===== config.mk =====
export PLATFORM = sky130hd
export DESIGN_NAME = signed_int_to_decimal_ascii_core
export DESIGN_NICKNAME = d
export VERILOG_FILES = /design/src/rtl/sida_pkg.sv /design/src/rtl/sida_front.sv /design/src/rtl/sida_queue.sv /design/src/rtl/sida_back.sv /design/src/rtl/signed_int_to_decimal_ascii_core.sv
export SDC_FILE = /design/constraint.sdc
export NUM_CORES = 1
export LEC_CHECK = 0
export ABC_AREA = 1
export BUFFER_PORTS_ARGS = -buffer_cell sky130_fd_sc_hd__buf_2
export CAP_MARGIN = 20
export CORE_AREA = 2 2 283 285
export DETAILED_ROUTE_END_ITERATION = 8
export DIE_AREA = 0 0 285 287
export PLACE_DENSITY = 0.65
export SETUP_SLACK_MARGIN = 0.4
export SYNTH_ARGS = -nofsm -noshare
export SYNTH_HDL_FRONTEND = slang
export SYNTH_SLANG_ARGS = --single-unit

===== constraint.sdc =====
create_clock -name clk -period 13.5 [get_ports clk]
set_input_delay 1.35 -clock clk [delete_from_list [all_inputs] [get_ports clk]]
set_output_delay 1.35 -clock clk [all_outputs]
set_load 0.01 [all_outputs]

===== src/rtl/sida_pkg.sv =====
// types, constants and helper functions of the decimal text core
`default_nettype none

package sida_pkg;

    // field widths
    localparam int VALUE_W = 32;
    localparam int CHAN_W  = 8;
    localparam int COUNT_W = 31;
    localparam int CHAR_W  = 8;

    // magnitude and digit position widths
    localparam int MAG_W    = 32;
    localparam int POS_W    = 4;
    localparam int SCALED_W = 34;
    localparam int DIGIT_W  = 4;
    localparam int TOTAL_W  = 4;

    // a 32-bit magnitude has at most ten decimal digits
    localparam int MAG_DIGITS = 10;

    // digit buffer limit; digits above it are dropped and only the low digits are printed
    localparam int MAX_DIGITS  = 10;
    localparam int DIGIT_LIMIT = (MAX_DIGITS > MAG_DIGITS) ? MAG_DIGITS : MAX_DIGITS;

    // depth of the queue between front and back
    localparam int JOB_QUEUE_DEPTH = 2;

    // character codes
    localparam logic [CHAR_W-1:0]  CHAR_ZERO  = 8'd48;
    localparam logic [CHAR_W-1:0]  CHAR_MINUS = 8'd45;
    localparam logic [COUNT_W-1:0] COUNT_MAX  = {COUNT_W{1'b1}};

    typedef struct packed {
        logic signed [VALUE_W-1:0] value;
        logic [CHAN_W-1:0]         channel;
        logic [COUNT_W-1:0]        count_in;
    } sida_item_t;

    typedef struct packed {
        logic [CHAR_W-1:0]  character;
        logic [CHAN_W-1:0]  out_channel;
        logic               last;
        logic [COUNT_W-1:0] count_out;
    } sida_result_t;

    // classified item handed from front to back
    typedef struct packed {
        logic               neg;
        logic [MAG_W-1:0]   mag;
        logic [POS_W-1:0]   top_pos;
        logic [CHAN_W-1:0]  channel;
        logic [COUNT_W-1:0] count;
    } sida_job_t;

    typedef enum logic [1:0] {
        BACK_IDLE,
        BACK_SIGN,
        BACK_DIGIT
    } sida_back_state_t;

    // ten to the power of a digit position
    function automatic logic [SCALED_W-1:0] pow10(input logic [POS_W-1:0] pos);
        logic [SCALED_W-1:0] p;
        unique case (pos)
            4'd0:    p = 34'd1;
            4'd1:    p = 34'd10;
            4'd2:    p = 34'd100;
            4'd3:    p = 34'd1000;
            4'd4:    p = 34'd10000;
            4'd5:    p = 34'd100000;
            4'd6:    p = 34'd1000000;
            4'd7:    p = 34'd10000000;
            4'd8:    p = 34'd100000000;
            4'd9:    p = 34'd1000000000;
            default: p = '0;
        endcase
        return p;
    endfunction

endpackage

`default_nettype wire


===== src/rtl/sida_front.sv =====
// front part: registers an item, takes its magnitude and sizes its text
`default_nettype none

module sida_front (
    input  wire                  clk,
    input  wire                  rst_n,
    input  wire                  push,
    output logic                 full,
    input  sida_pkg::sida_item_t item,
    output logic                 job_valid,
    input  wire                  job_ready,
    output sida_pkg::sida_job_t  job
);
    import sida_pkg::*;

    logic               stage_valid_reg, stage_valid_next;
    logic               stage_neg_reg;
    logic [MAG_W-1:0]   stage_mag_reg;
    logic [CHAN_W-1:0]  stage_chan_reg;
    logic [COUNT_W-1:0] stage_count_reg;

    logic               load;
    logic [POS_W-1:0]   top_pos;
    logic [POS_W-1:0]   shown_digits;
    logic [TOTAL_W-1:0] total;
    logic [COUNT_W:0]   count_sum;

    // stage handshake
    assign full      = stage_valid_reg && !job_ready;
    assign load      = push && !full;
    assign job_valid = stage_valid_reg;

    always_comb
    begin
        stage_valid_next = load || (stage_valid_reg && !job_ready);
    end

    always_ff @(posedge clk or negedge rst_n)
    begin
        if (!rst_n)
        begin
            stage_valid_reg <= 1'b0;
        end
        else
        begin
            stage_valid_reg <= stage_valid_next;
        end
    end

    // sign and magnitude capture
    always_ff @(posedge clk)
    begin
        if (load)
        begin
            stage_neg_reg   <= item.value[VALUE_W-1];
            stage_mag_reg   <= item.value[VALUE_W-1] ? MAG_W'(-item.value)
                                                     : MAG_W'(item.value);
            stage_chan_reg  <= item.channel;
            stage_count_reg <= item.count_in;
        end
    end

    // highest nonzero digit position, parallel compares against powers of ten
    always_comb
    begin
        top_pos = '0;
        for (int k = 1; k < MAG_DIGITS; k++)
        begin
            if ({{(SCALED_W-MAG_W){1'b0}}, stage_mag_reg} >= pow10(POS_W'(k)))
            begin
                top_pos = top_pos + POS_W'(1);
            end
        end
    end

    // characters of this value and the saturating running count
    always_comb
    begin
        if (top_pos >= POS_W'(DIGIT_LIMIT))
        begin
            shown_digits = POS_W'(DIGIT_LIMIT);
        end
        else
        begin
            shown_digits = top_pos + POS_W'(1);
        end
        total     = TOTAL_W'(shown_digits) + TOTAL_W'(stage_neg_reg);
        count_sum = {1'b0, stage_count_reg} + (COUNT_W+1)'(total);
    end

    always_comb
    begin
        job.neg     = stage_neg_reg;
        job.mag     = stage_mag_reg;
        job.top_pos = top_pos;
        job.channel = stage_chan_reg;
        job.count   = count_sum[COUNT_W] ? COUNT_MAX : count_sum[COUNT_W-1:0];
    end

endmodule

`default_nettype wire


===== src/rtl/sida_queue.sv =====
// short queue of classified items between front and back
`default_nettype none

module sida_queue #(
    parameter int DEPTH = sida_pkg::JOB_QUEUE_DEPTH
) (
    input  wire                 clk,
    input  wire                 rst_n,
    input  wire                 wr_valid,
    output logic                wr_ready,
    input  sida_pkg::sida_job_t wr_data,
    output logic                rd_valid,
    input  wire                 rd_take,
    output sida_pkg::sida_job_t rd_data
);
    import sida_pkg::*;

    localparam int PTR_W  = (DEPTH > 1) ? $clog2(DEPTH) : 1;
    localparam int FILL_W = $clog2(DEPTH + 1);
    localparam logic [PTR_W-1:0]  LAST_PTR = PTR_W'(DEPTH - 1);
    localparam logic [FILL_W-1:0] FILL_MAX = FILL_W'(DEPTH);

    sida_job_t         entry_reg [DEPTH];
    logic [PTR_W-1:0]  wr_ptr_reg, wr_ptr_next;
    logic [PTR_W-1:0]  rd_ptr_reg, rd_ptr_next;
    logic [FILL_W-1:0] fill_reg, fill_next;

    logic do_wr;
    logic do_rd;

    // status
    assign wr_ready = (fill_reg != FILL_MAX);
    assign rd_valid = (fill_reg != '0);
    assign do_wr    = wr_valid && wr_ready;
    assign do_rd    = rd_take && rd_valid;
    assign rd_data  = entry_reg[rd_ptr_reg];

    // pointer and fill update
    always_comb
    begin
        wr_ptr_next = wr_ptr_reg;
        rd_ptr_next = rd_ptr_reg;
        fill_next   = fill_reg;
        if (do_wr)
        begin
            wr_ptr_next = (wr_ptr_reg == LAST_PTR) ? '0 : wr_ptr_reg + PTR_W'(1);
        end
        if (do_rd)
        begin
            rd_ptr_next = (rd_ptr_reg == LAST_PTR) ? '0 : rd_ptr_reg + PTR_W'(1);
        end
        if (do_wr && !do_rd)
        begin
            fill_next = fill_reg + FILL_W'(1);
        end
        else if (do_rd && !do_wr)
        begin
            fill_next = fill_reg - FILL_W'(1);
        end
    end

    always_ff @(posedge clk or negedge rst_n)
    begin
        if (!rst_n)
        begin
            wr_ptr_reg <= '0;
            rd_ptr_reg <= '0;
            fill_reg   <= '0;
        end
        else
        begin
            wr_ptr_reg <= wr_ptr_next;
            rd_ptr_reg <= rd_ptr_next;
            fill_reg   <= fill_next;
        end
    end

    // entry storage
    always_ff @(posedge clk)
    begin
        if (do_wr)
        begin
            entry_reg[wr_ptr_reg] <= wr_data;
        end
    end

endmodule

`default_nettype wire


===== src/rtl/sida_back.sv =====
// back part: emits the sign and one decimal digit per cycle while its output slot is free, top digit first
`default_nettype none

module sida_back (
    input  wire                   clk,
    input  wire                   rst_n,
    input  wire                   job_valid,
    output logic                  job_take,
    input  sida_pkg::sida_job_t   job,
    output logic                  empty,
    input  wire                   pop,
    output sida_pkg::sida_result_t result
);
    import sida_pkg::*;

    sida_back_state_t   state_reg, state_next;
    logic [MAG_W-1:0]   residue_reg, residue_next;
    logic [POS_W-1:0]   pos_reg, pos_next;
    logic [CHAN_W-1:0]  chan_reg;
    logic [COUNT_W-1:0] count_reg;
    logic               out_valid_reg, out_valid_next;
    sida_result_t       out_data_reg;

    logic [SCALED_W-1:0] scale;
    logic [SCALED_W-1:0] multiple [MAG_DIGITS];
    logic [DIGIT_W-1:0]  digit;
    logic [MAG_W-1:0]    remainder;
    logic                shown_pos;
    logic                slot_free;
    logic                step;
    logic                emit;
    logic                finishing;
    sida_result_t        emit_data;

    assign empty  = !out_valid_reg;
    assign result = out_data_reg;

    // digit at the current position by parallel compares on its multiples
    always_comb
    begin
        scale = pow10(pos_reg);
        for (int k = 0; k < MAG_DIGITS; k++)
        begin
            multiple[k] = scale * SCALED_W'(k);
        end
        digit = '0;
        for (int k = 1; k < MAG_DIGITS; k++)
        begin
            if ({{(SCALED_W-MAG_W){1'b0}}, residue_reg} >= multiple[k])
            begin
                digit = digit + DIGIT_W'(1);
            end
        end
        remainder = residue_reg - multiple[digit][MAG_W-1:0];
    end

    // positions above the digit limit are stepped over silently
    assign shown_pos = (pos_reg < POS_W'(DIGIT_LIMIT));
    assign slot_free = !out_valid_reg || pop;

    // sequencer outputs
    always_comb
    begin
        step      = 1'b0;
        emit      = 1'b0;
        emit_data = '0;
        emit_data.out_channel = chan_reg;
        emit_data.count_out   = count_reg;
        unique case (state_reg)
            BACK_IDLE:
            begin
                step = 1'b0;
            end
            BACK_SIGN:
            begin
                step = slot_free;
                emit = slot_free;
                emit_data.character = CHAR_MINUS;
                emit_data.last      = 1'b0;
            end
            BACK_DIGIT:
            begin
                step = slot_free || !shown_pos;
                emit = slot_free && shown_pos;
                emit_data.character = CHAR_ZERO + CHAR_W'(digit);
                emit_data.last      = (pos_reg == '0);
            end
            default:
            begin
                step = 1'b0;
            end
        endcase
        finishing = (state_reg == BACK_DIGIT) && step && (pos_reg == '0);
        job_take  = job_valid && ((state_reg == BACK_IDLE) || finishing);
    end

    // sequencer next state
    always_comb
    begin
        state_next = state_reg;
        unique case (state_reg)
            BACK_IDLE:
            begin
                if (job_take)
                begin
                    state_next = job.neg ? BACK_SIGN : BACK_DIGIT;
                end
            end
            BACK_SIGN:
            begin
                if (step)
                begin
                    state_next = BACK_DIGIT;
                end
            end
            BACK_DIGIT:
            begin
                if (job_take)
                begin
                    state_next = job.neg ? BACK_SIGN : BACK_DIGIT;
                end
                else if (finishing)
                begin
                    state_next = BACK_IDLE;
                end
            end
            default:
            begin
                state_next = BACK_IDLE;
            end
        endcase
    end

    // working value and position
    always_comb
    begin
        residue_next = residue_reg;
        pos_next     = pos_reg;
        if (job_take)
        begin
            residue_next = job.mag;
            pos_next     = job.top_pos;
        end
        else if ((state_reg == BACK_DIGIT) && step)
        begin
            residue_next = remainder;
            pos_next     = pos_reg - POS_W'(1);
        end
        out_valid_next = emit || (out_valid_reg && !pop);
    end

    always_ff @(posedge clk or negedge rst_n)
    begin
        if (!rst_n)
        begin
            state_reg     <= BACK_IDLE;
            out_valid_reg <= 1'b0;
        end
        else
        begin
            state_reg     <= state_next;
            out_valid_reg <= out_valid_next;
        end
    end

    // payload registers
    always_ff @(posedge clk)
    begin
        residue_reg <= residue_next;
        pos_reg     <= pos_next;
        if (job_take)
        begin
            chan_reg  <= job.channel;
            count_reg <= job.count;
        end
        if (emit)
        begin
            out_data_reg <= emit_data;
        end
    end

endmodule

`default_nettype wire


===== src/rtl/signed_int_to_decimal_ascii_core.sv =====
// Signed integer to decimal ASCII text, top level.
//
// Input channel: an item {value, channel, count_in} is taken at a rising edge
// with push high and full low. Result channel: while empty is low the oldest
// character is on result; it is taken at an edge with pop high.
// Each value gives one character per transaction, top digit first, with
// a leading '-' for negative values; last marks the final digit and
// count_out (count_in plus characters, saturating) is the same on all.
// The first character of an item passes the front stage register, a queue
// entry, the back part's working registers and its output register.
// Throughput: the back part emits one character per cycle while the
// receiver takes them, so an item occupies it for its 1 to 11 characters;
// digit positions above the digit limit are stepped over without a result.
// The front stage and a two-entry queue keep taking items meanwhile.
// Reset clears all control state; no clearing pass follows it.
// A stalled receiver holds the shown character; the back part stops,
// then the queue fills and full rises.
`default_nettype none

module signed_int_to_decimal_ascii_core #(
    parameter int QUEUE_DEPTH = sida_pkg::JOB_QUEUE_DEPTH
) (
    input  wire                    clk,
    input  wire                    rst_n,
    input  wire                    push,
    output logic                   full,
    input  sida_pkg::sida_item_t   item,
    output logic                   empty,
    input  wire                    pop,
    output sida_pkg::sida_result_t result
);
    import sida_pkg::*;

    logic      front_valid;
    logic      front_ready;
    sida_job_t front_job;
    logic      queue_valid;
    logic      queue_take;
    sida_job_t queue_job;

    // classify items
    sida_front u_front (
        .clk       (clk),
        .rst_n     (rst_n),
        .push      (push),
        .full      (full),
        .item      (item),
        .job_valid (front_valid),
        .job_ready (front_ready),
        .job       (front_job)
    );

    // decouple front and back
    sida_queue #(
        .DEPTH (QUEUE_DEPTH)
    ) u_queue (
        .clk      (clk),
        .rst_n    (rst_n),
        .wr_valid (front_valid),
        .wr_ready (front_ready),
        .wr_data  (front_job),
        .rd_valid (queue_valid),
        .rd_take  (queue_take),
        .rd_data  (queue_job)
    );

    // emit characters
    sida_back u_back (
        .clk       (clk),
        .rst_n     (rst_n),
        .job_valid (queue_valid),
        .job_take  (queue_take),
        .job       (queue_job),
        .empty     (empty),
        .pop       (pop),
        .result    (result)
    );

endmodule

`default_nettype wire


# Yosys cells after proc, flatten, opt, wreduce, memory -nomap -nowiden

Memory sizes are Yosys's and may differ from the RTL's. A register that Yosys moved wholly into a read port is not among the register bits.
Index checks and enable logic that the tools add are counted.

Register bits after elaboration: 203
Latch bits: 0
Output and inout port bits: 50
Input bits: 75
Memory bits (read-only): 480
Memories: 2
Logic and storage cells: 154
Memory bits (writable): 152

Multiply operators: 5
Shift-type cells: 0
Equal/unequal tests: 6
Reduce and logical (&&, ||, !) cells: 29
$lt $le $gt $ge: 21
Bitwise gates (word level): 1
Add/sub/neg operators: 27
Divide/modulo/power cells: 0
Muxes and demuxes: 44

Memories:

| name              | words | width | read ports | clocked after memory_dff | write ports | RTL line         | RTL |
|---|---|---|---|---|---|---|---|
| (no name shown)   | 16    | 30    | 1          | 1                        | 0           | sida_pkg.sv:65   | `unique case (pos)` |
| u_queue.entry_reg | 2     | 76    | 1          | 0                        | 1           | sida_queue.sv:23 | `sida_job_t entry_reg [DEPTH];` |

Operators with widths:

| cell                                                                | count |
|---|---|
| greater-or-equal comparator 32 x 34 -> 1 bit                        | 9 |
| binary-select mux 34 bit (select 4 bit)                             | 1 |
| two-way mux 32 bit                                                  | 4 |
| two-way mux 4 bit                                                   | 20 |
| multiplier 34 x 3 -> 34 bit, second input constant                  | 2 |
| adder 4 x 1 -> 4 bit, second input constant                         | 16 |
| two-way mux 31 bit                                                  | 2 |
| multiplier 34 x 2 -> 33 bit, second input constant                  | 1 |
| multiplier 34 x 2 -> 34 bit, second input constant                  | 1 |
| multiplier 34 x 4 -> 34 bit, second input constant                  | 1 |
| adder 31 x 4 -> 32 bit                                              | 1 |
| greater-or-equal comparator 32 x 10 -> 1 bit, second input constant | 1 |
| greater-or-equal comparator 32 x 14 -> 1 bit, second input constant | 1 |
| greater-or-equal comparator 32 x 17 -> 1 bit, second input constant | 1 |
| greater-or-equal comparator 32 x 20 -> 1 bit, second input constant | 1 |
| greater-or-equal comparator 32 x 24 -> 1 bit, second input constant | 1 |
| greater-or-equal comparator 32 x 27 -> 1 bit, second input constant | 1 |
| greater-or-equal comparator 32 x 30 -> 1 bit, second input constant | 1 |
| greater-or-equal comparator 32 x 4 -> 1 bit, second input constant  | 1 |
| greater-or-equal comparator 32 x 7 -> 1 bit, second input constant  | 1 |
| negation 32 bit                                                     | 1 |
| subtractor 32 bit                                                   | 1 |
| one-hot mux 8 bit (2 select lines)                                  | 1 |
| two-way mux 2 bit                                                   | 7 |
| other kinds (26)                                                    | 56 |

# Logic depth before layout (Yosys ltp)

Gate-level depths: netlist of the first run.

Word-level depth: 25
Depth in mapped cells: 85
Gate-level depth less buffers: 84

# Hierarchy

From an unflattened synthesis of the first run, not the netlist that was laid out.

Cell total of the unflattened synthesis: 3885
Area total of the unflattened synthesis: 32070.8 sq um

By module, submodules not included:

| module     | cells an instance | times used | area an instance (sq um) |
|---|---|---|---|
| sida_back  | 2771              | 1          | 20833.7 |
| sida_queue | 426               | 1          | 5764.3 |
| sida_front | 688               | 1          | 5472.7 |

# Worst setup path before layout of the first run

Ideal clock, no wire load.

Kind: register to register
Start: reg, netlist name u_back.scale[28]
End: reg u_back.residue_reg[31] (data pin)
Data required time: 13243 ps
Period minus slack after synthesis: 10690 ps
Slack: 2810 ps
Path buffers: 2
Data arrival time: 10433 ps
Cell stages (with the launch flop): 76
Cell sequence: dfxtp_1 -> ha_1 -> nand2_2 -> inv_1 -> a21oi_1 -> nand2_1 -> a21oi_1 -> inv_1 -> a21oi_1 -> o21ai_0 -> xnor2_1 -> ha_1 -> nand2_1 -> nor4_1 -> nand2_1 -> nand2_1 -> nand2_1 -> nand2_1 -> [... 40 more ...] -> a21oi_1 -> inv_1 -> a21oi_1 -> o21ai_0 -> a21oi_1 -> o21ai_0 -> a21oi_1 -> inv_1 -> a21o_1 -> a21o_1 -> a21boi_0 -> o21ai_0 -> a21boi_0 -> o21ai_0 -> xor2_1 -> nand3_1 -> nand3_1 -> nand2_1

Longest elaborated chain between the ends: 25

Ends and longest elaborated chain:

| what                                                                 | RTL line         | RTL |
|---|---|---|
| branches (longest 19 deep; another with multiplier 34 x 2 -> 34 bit) | n/a              |  |
| binary-select mux 34 bit (select 4 bit) (*)                          | sida_back.sv:54  | `remainder = residue_reg - multiple[digit][MAG_W-1:0];` |
| two-way mux 32 bit (implied by the code) (*) (2 in series)           | sida_back.sv:54  |  |
| subtractor 32 bit (*)                                                | sida_back.sv:54  |  |
| two-way mux 32 bit (*)                                               | sida_back.sv:144 | `else if ((state_reg == BACK_DIGIT) && step)` |
| two-way mux 32 bit (*)                                               | sida_back.sv:139 | `if (job_take)` |
| via u_back.residue_next[31]                                          | sida_back.sv:17  | `logic [MAG_W-1:0] residue_reg, residue_next;` |
| end signal, assigned                                                 | sida_back.sv:169 | `residue_reg <= residue_next;` |
| end, declared                                                        | sida_back.sv:17  |  |

Mark *: on every way through the listed nets, which the timed path passes. The select of a mux whose other input is x is not followed.
A chain may end at the register's enable or synchronous reset.

# Final worst setup path of the first run

Start: reg, netlist name u_back.scale[0]
End: reg u_back.residue_reg[31] (data pin)

Longest elaborated chain between the ends: 25

Ends and longest elaborated chain:

| what                                                                 | RTL line |
|---|---|
| branches (longest 19 deep; another with multiplier 34 x 2 -> 34 bit) | n/a |
| binary-select mux 34 bit (select 4 bit) (*)                          | sida_back.sv:54 |
| two-way mux 32 bit (implied by the code) (*) (2 in series)           | sida_back.sv:54 |
| subtractor 32 bit (*)                                                | sida_back.sv:54 |
| two-way mux 32 bit (*)                                               | sida_back.sv:144 |
| two-way mux 32 bit (*)                                               | sida_back.sv:139 |
| via u_back.residue_next[31]                                          | sida_back.sv:17 |

Marks and branches as above.

==> results of run 1 <==
-- area by class of cell --
class                      count  area share (%)
tap                         1050            3.82
clock inverter                23           0.818
multi-input combinational   2887            53.5
inverter                     361            3.95
sequential                   376            32.0
clock buffer                  51            3.18
timing repair buffer         165            2.71
antenna                        1         0.00727
-- how the worst max path moves through the flow --
stage                                       end  slack (ns)
2_1_floorplan  u_back.residue_reg[31]$_DFFE_PN_        2.81
3_3_place_gp   u_back.residue_reg[31]$_DFFE_PN_        1.16
3_5_place_dp   u_back.residue_reg[31]$_DFFE_PN_        1.04
4_1_cts        u_back.residue_reg[31]$_DFFE_PN_         1.0
5_1_grt        u_back.residue_reg[31]$_DFFE_PN_        0.40
6_report       u_back.residue_reg[31]$_DFFE_PN_        1.48
-- repair_timing --
| item | 4_1_cts | 5_1_grt |
|---|---|---|
| gates resized for setup | 0 | 13 |
| setup endpoints to repair | 0 | 7 |
| buffers inserted | 0 | 5 |
-- cells in the final DEF, fill, tap and decap left out, types with 29 or more instances in the layout --
| master | instances |
|---|---|
| nand4_1 | 56 |
| inv_1 | 345 |
| a21oi_1 | 320 |
| xnor2_1 | 62 |
| nand3_1 | 169 |
| ha_1 | 457 |
| edfxtp_1 | 345 |
| o21ai_0 | 164 |
| buf_2 | 122 |
| a31oi_1 | 45 |
| nor2_1 | 259 |
| nor3_1 | 43 |
| buf_4 | 43 |
| xor2_1 | 118 |
| clkbuf_16 | 41 |
| fa_1 | 29 |
| nand2_1 | 891 |
-- layer usage --
layer / up-vias / wire, um / GRT usage [%]
met5: - / 0 / 0
met1: 12300 / 41400 / 30.8
met4: 0 / 2750 / 6.87
li1: 13100 / - / -
met3: 116 / 5710 / 2.30
met2: 819 / 39300 / 34.0
-- cell families (layout without fill, tap and decap cells) --
group | Yosys count | count (layout)
fa+ha+maj | 486 | 486
buf+inv | 441 | 600
other cells | 1 | 3
flops | 376 | 376
xor+xnor | 182 | 182
compound gates | 700 | 700
mux | 5 | 5
simple gates | 1512 | 1512
-- per-stage QoR --
| step | cell area, um^2 | util [%] | worst slack [ns] | hold slack, ns | instances |
|---|---|---|---|---|---|
| CTS | 34400 | 43.7 | 0.998 | 0.414 | 4908 |
| global route | 34400 | 43.8 | 0.395 | 0.423 | 4913 |
| finish | 34400 | 43.8 | 1.48 | 0.415 | 4914 |
| global placement | 33000 | 42.0 | 1.16 | 0.401 | 4834 |
| floorplan | 31200 | - | 2.81 | 0.400 | 3704 |
| detailed placement | 33000 | 42.0 | 1.04 | 0.405 | 4834 |
==> flow_summary_export.csv, run 1 <==
group,metric,value,unit
sta,worstMarginPinSlew,1.09,ns
synthesis,synth_compound_area_share,12.8,%
critical_path,r2r-end,"u_back.residue_reg[31]$_DFFE_PN_",
grt,grt_pass1_wl,139,mm
route,viasPerCell,5.36,
sta,slew_headroom,27.3,%
clocking,htree_levels,2,
synthesis,syn_inst,3703,
clocking,cts_tree,"done",
clocking,ctsHoldBuffers,0,
sta,fin_setup_tns,0,ns
finish,drive_gt1_share,8.21,%
synthesis,synthXorXnorAreaFrac,5.14,%
synthesis,synthMuxAreaShare,0.165,%
floorplanning,dieHeight,287,um
critical_path,crit_required,13.82,ns
worst_hold_path,min_path_cells,0,
placement,gp_congestion,0.995,
synthesis,ys_ff_latch,376,
critical_path,max_stage_delay,0.48,ns
sta,period_needed,12.02,ns
finish,multiInputGateArea,0.0184,mm^2
floorplanning,die_x,285,um
clocking,clock-sinks,376,
critical_path,path_common_cell,"nand2_1",
floorplanning,row_count,103,
sta,fin_worst_skew,0.0263,ns
synthesis,synth_top_area_share,33.2,%
critical_path,cp.depth,77,
clocking,cts_buffers,40,
sta,fmax,83.2,MHz
critical_path,r2r_setup_slack,1.48,ns
clocking,clockBufferDepth,3,
route,route.detailed.drc,0,
finish,fin_nets,4392,
route,drtIter0Drc,2183,
route,drt-total-wl,89.1,mm
clocking,path_clk_slew,0.07,ns
finish,synthToLayoutAreaGrowth,10.4,%
synthesis,netlist_top_cells_area,"edfxtp_1, ha_1, nand2_1, a21oi_1, inv_1",
synthesis,synth-simple-area-share,20.6,%
finish,fill_cells,7885,
sta,slew_viol_final,0,
grt,grt_pass1_vias,25100,
critical_path,r2r_start,"u_back.scale[0]$_SDFF_PP0_",
critical_path,cp-end-kind,"flip-flop",
finish,largest_reg_flops,152,
synthesis,synth_edf_count,345,
route,postRouteAntennaNets,0,
floorplanning,die-area,0.0818,mm^2
critical_path,crit_arrival,12.35,ns
critical_path,crit_path_top_delay_cell,"fa_1",
flow_run,max_cap_violations,0,
critical_path,cp-start-kind,"flip-flop",
placement,dp_hpwl,69.6,mm
critical_path,crit_buf_inv,7,
synthesis,synthArstFlopShare,2.13,%
synthesis,syn_avg_cell_area,8.42,um^2
clocking,insertion_delay,0.57,ns
clocking,root_buffer,"clkbuf_16",
worst_hold_path,min_from,"u_back.count_reg[13]$_DFFE_PP_",
synthesis,post-synth-top-count-cell,"nand2_1",
critical_path,worst-path-max-fanout,20,
synthesis,synth_top_family_by_area,"simple AND/OR/NAND/NOR gates",
grt,grt_max_degree,78,
grt,antenna_found_initial,0,
synthesis,yosys.area.top_type,"edfxtp_1",
route,avgRoutedWirePerCell,18.1,um
placement,port_buffers,122,
critical_path,crit_start,"u_back.scale[0]$_SDFF_PP0_",
critical_path,critical_path_class,"flip-flop to flip-flop",
critical_path,reg2reg_depth,77,
route,first_pass_iters,6,
floorplanning,start_util,39.7,%
finish,final-seq-area,0.0110,mm^2
critical_path,critPathTopFamily,"simple AND/OR/NAND/NOR gates",
floorplanning,core,0.0786,mm^2
worst_hold_path,hold_end,"u_back.result[13]$_DFFE_PP_",
sta,hold_viol,0,
synthesis,yosysUniqueCellTypes,73,
worst_hold_path,min_path_type,"flip-flop to flip-flop",
sta,rsz0062_at_grt,"false",
synthesis,synthAdderAreaFrac,20.2,%
sta,fin_crit_sh,89.1,%
synthesis,synth_area,0.0312,mm^2
grt,grt_usage,21.5,%
synthesis,yosysWarnings,0,
floorplanning,io_pins,125,
synthesis,synth_top_cells_by_count,"nand2_1, ha_1, inv_1",
sta,setup_viol,0,
grt,grt_overflow,0,
synthesis,synthFlopType,"edfxtp_1",
run_status,status,"complete, no violations",
synthesis,synth-seq-area-share,35.3,%
route,num_vias,26300,
Power of run 1 is not shown: default switching activity piles up to over one toggle a cycle in this logic, so the estimate is an artifact.
==> run 2, diff against run 1 <==
--- a/config.mk
+++ b/config.mk
@@ -8,10 +8,10 @@
 export ABC_AREA = 1
 export BUFFER_PORTS_ARGS = -buffer_cell sky130_fd_sc_hd__buf_2
 export CAP_MARGIN = 20
-export CORE_AREA = 2 2 283 285
+export CORE_AREA = 2 2 231 233
 export DETAILED_ROUTE_END_ITERATION = 8
-export DIE_AREA = 0 0 285 287
-export PLACE_DENSITY = 0.65
+export DIE_AREA = 0 0 233 235
+export PLACE_DENSITY = 0.87
 export SETUP_SLACK_MARGIN = 0.4
 export SYNTH_ARGS = -nofsm -noshare
 export SYNTH_HDL_FRONTEND = slang
==> flow_summary_export.csv, run 2 (same netlist as run 1, synthesis figures left out) <==
group,metric,value,unit
critical_path,r2r_setup_slack,1.35,ns
sta,rsz0062_at_grt,"false",
clocking,clock-sinks,376,
clocking,post_cts.repair.setup_buffers,0,
sta,fin_setup_tns,0,ns
route,drtIter0Drc,3081,
sta,slew_headroom,28.1,%
grt,grt_overflow,0,
clocking,cts_buffers,39,
run_status,status,"complete, no violations",
floorplanning,core,0.0522,mm^2
sta,fmax,82.3,MHz
route,postRouteAntennaNets,0,
route,route.detailed.drc,0,
finish,stdcell_area,0.0339,mm^2
floorplanning,dieHeight,235,um
floorplanning,start_util,59.7,%
floorplanning,io_pins,125,
critical_path,cp-end-kind,"flip-flop",
floorplanning,die_x,233,um
sta,hold_ws,0.365,ns
critical_path,reg2reg_depth,72,
placement,gp_congestion,1.03,
finish,fin_nets,4388,
finish,final_cell_mix,"nand2_1, ha_1, inv_1, edfxtp_1, a21oi_1",
worst_hold_path,min_path_type,"flip-flop to flip-flop",
route,avgRoutedWirePerCell,20.3,um
finish,synthToLayoutAreaGrowth,8.64,%
grt,grt_pass1_vias,26000,
clocking,path_clk_slew,0.07,ns
floorplanning,die-area,0.0548,mm^2
placement,port_buffers,122,
placement,dpl_worst_slack,1.33,ns
critical_path,crit_required,13.81,ns
placement,placed_area,0.0325,mm^2
sta,slew_viol_final,0,
route,first_pass_iters,6,
sta,hold_viol,0,
sta,fin_worst_skew,0.0591,ns
sta,worstMarginPinSlew,1.08,ns
grt,grt_usage,33.4,%
critical_path,crit_path_top_delay_cell,"dfxtp_1",
floorplanning,row_count,84,
critical_path,crit_start,"u_back.scale[0]$_SDFF_PP0_",
grt,grt_pass1_wl,143,mm
sta,period_needed,12.15,ns
critical_path,max_stage_delay,0.48,ns
sta,fin_crit_sh,90.0,%
sta,fin_ws,1.35,ns
critical_path,path_common_cell,"nand2_1",
critical_path,critical_path_class,"flip-flop to flip-flop",
critical_path,crit_arrival,12.47,ns
clocking,clockBufferDepth,3,
critical_path,worst-path-max-fanout,49,
critical_path,r2r-end,"u_back.residue_reg[31]$_DFFE_PN_",
finish,final_common_cell,"nand2_1",
grt,grt_max_degree,78,
finish,largest_reg_flops,152,
clocking,root_buffer,"clkbuf_16",
clocking,insertion_delay,0.60,ns
finish,drive_gt1_share,8.07,%
sta,setup_viol,0,
route,viasPerCell,6.10,
route,drt-total-wl,92.3,mm
critical_path,cp-start-kind,"flip-flop",
clocking,cts_tree,"done",
route,num_vias,27700,
critical_path,crit_end,"u_back.residue_reg[31]$_DFFE_PN_",
flow_run,max_cap_violations,0,
clocking,htree_levels,2,
grt,antenna_found_initial,1,
placement,dp_hpwl,68.7,mm
clocking,ctsHoldBuffers,0,
finish,fill_cells,4122,
critical_path,r2r_start,"u_back.scale[0]$_SDFF_PP0_",
[run 2: cell count changes in the layout (fill, tap and decap cells not counted), moves of 2 or more]
cell / delta
buf_4: -7
clkbuf_8: -3
buf_6: +2
clkbuf_16: -2
clkbuf_4: +2
[run 2: worst max-delay path: cells and delay by family, from the launching register on]
family / cells / cell delay [ns]
AO/OA/AOI/OAI: 15 / 3.07
XOR/XNOR: 2 / 0.55
flip-flops: 1 / 0.48
buffers and inverters: 6 / 0.75
AND/OR/NAND/NOR: 39 / 3.83
adder cells (fa/ha/maj): 10 / 3.13
[run 2: per-layer routing]
metal  vias to the layer above  track usage [%]  routed length, um
met5                         -                0                  0
met4                         0             14.3               4730
met2                      1461             53.7              42100
met1                     12900             44.7              37600
li1                      13100                -                  -
met3                       279             4.95               7860
[run 2: how the worst min path moves through the flow]
| stage | startpoint | to | slack, ns | cells after the start |
|---|---|---|---|---|
| CTS | u_back.chan_reg[2]$_DFFE_PP_ | u_back.result[34]$_DFFE_PP_ | 0.37 | 0 |
| floorplan | u_back.count_reg[0]$_DFFE_PP_ | u_back.result[0]$_DFFE_PP_ | 0.40 | 0 |
| finish | u_back.chan_reg[2]$_DFFE_PP_ | u_back.result[34]$_DFFE_PP_ | 0.36 | 0 |
| detailed placement | u_back.count_reg[17]$_DFFE_PP_ | u_back.result[17]$_DFFE_PP_ | 0.40 | 0 |
| global route | u_back.chan_reg[2]$_DFFE_PP_ | u_back.result[34]$_DFFE_PP_ | 0.40 | 0 |
| global placement | u_back.chan_reg[5]$_DFFE_PP_ | u_back.result[37]$_DFFE_PP_ | 0.40 | 0 |
[run 2: what timing repair did]
item,in CTS,in global routing
resized for setup,0,13
endpoints found under the hold margin,0,0
endpoints found under the setup margin,0,5
[run 2: metrics by stage]
step / util [%] / instances
finish: 64.9 / 4545
global route: 64.8 / 4543
CTS: 64.7 / 4541
detailed placement: 62.3 / 4472
global placement: 62.3 / 4472
floorplan: - / 3704
[run 2: cell type report]
cell class / count / area (um^2) / share of cell area [%]
clock inverter: 24 / 290 / 0.857
timing repair buffer: 162 / 918 / 2.71
clock buffer: 45 / 998 / 2.95
antenna: 2 / 5.00 / 0.0148
tap: 688 / 861 / 2.54
multi-input combinational: 2887 / 18400 / 54.4
sequential: 376 / 11000 / 32.6
inverter: 361 / 1360 / 4.01
Power of run 2 is left out for the same reason.
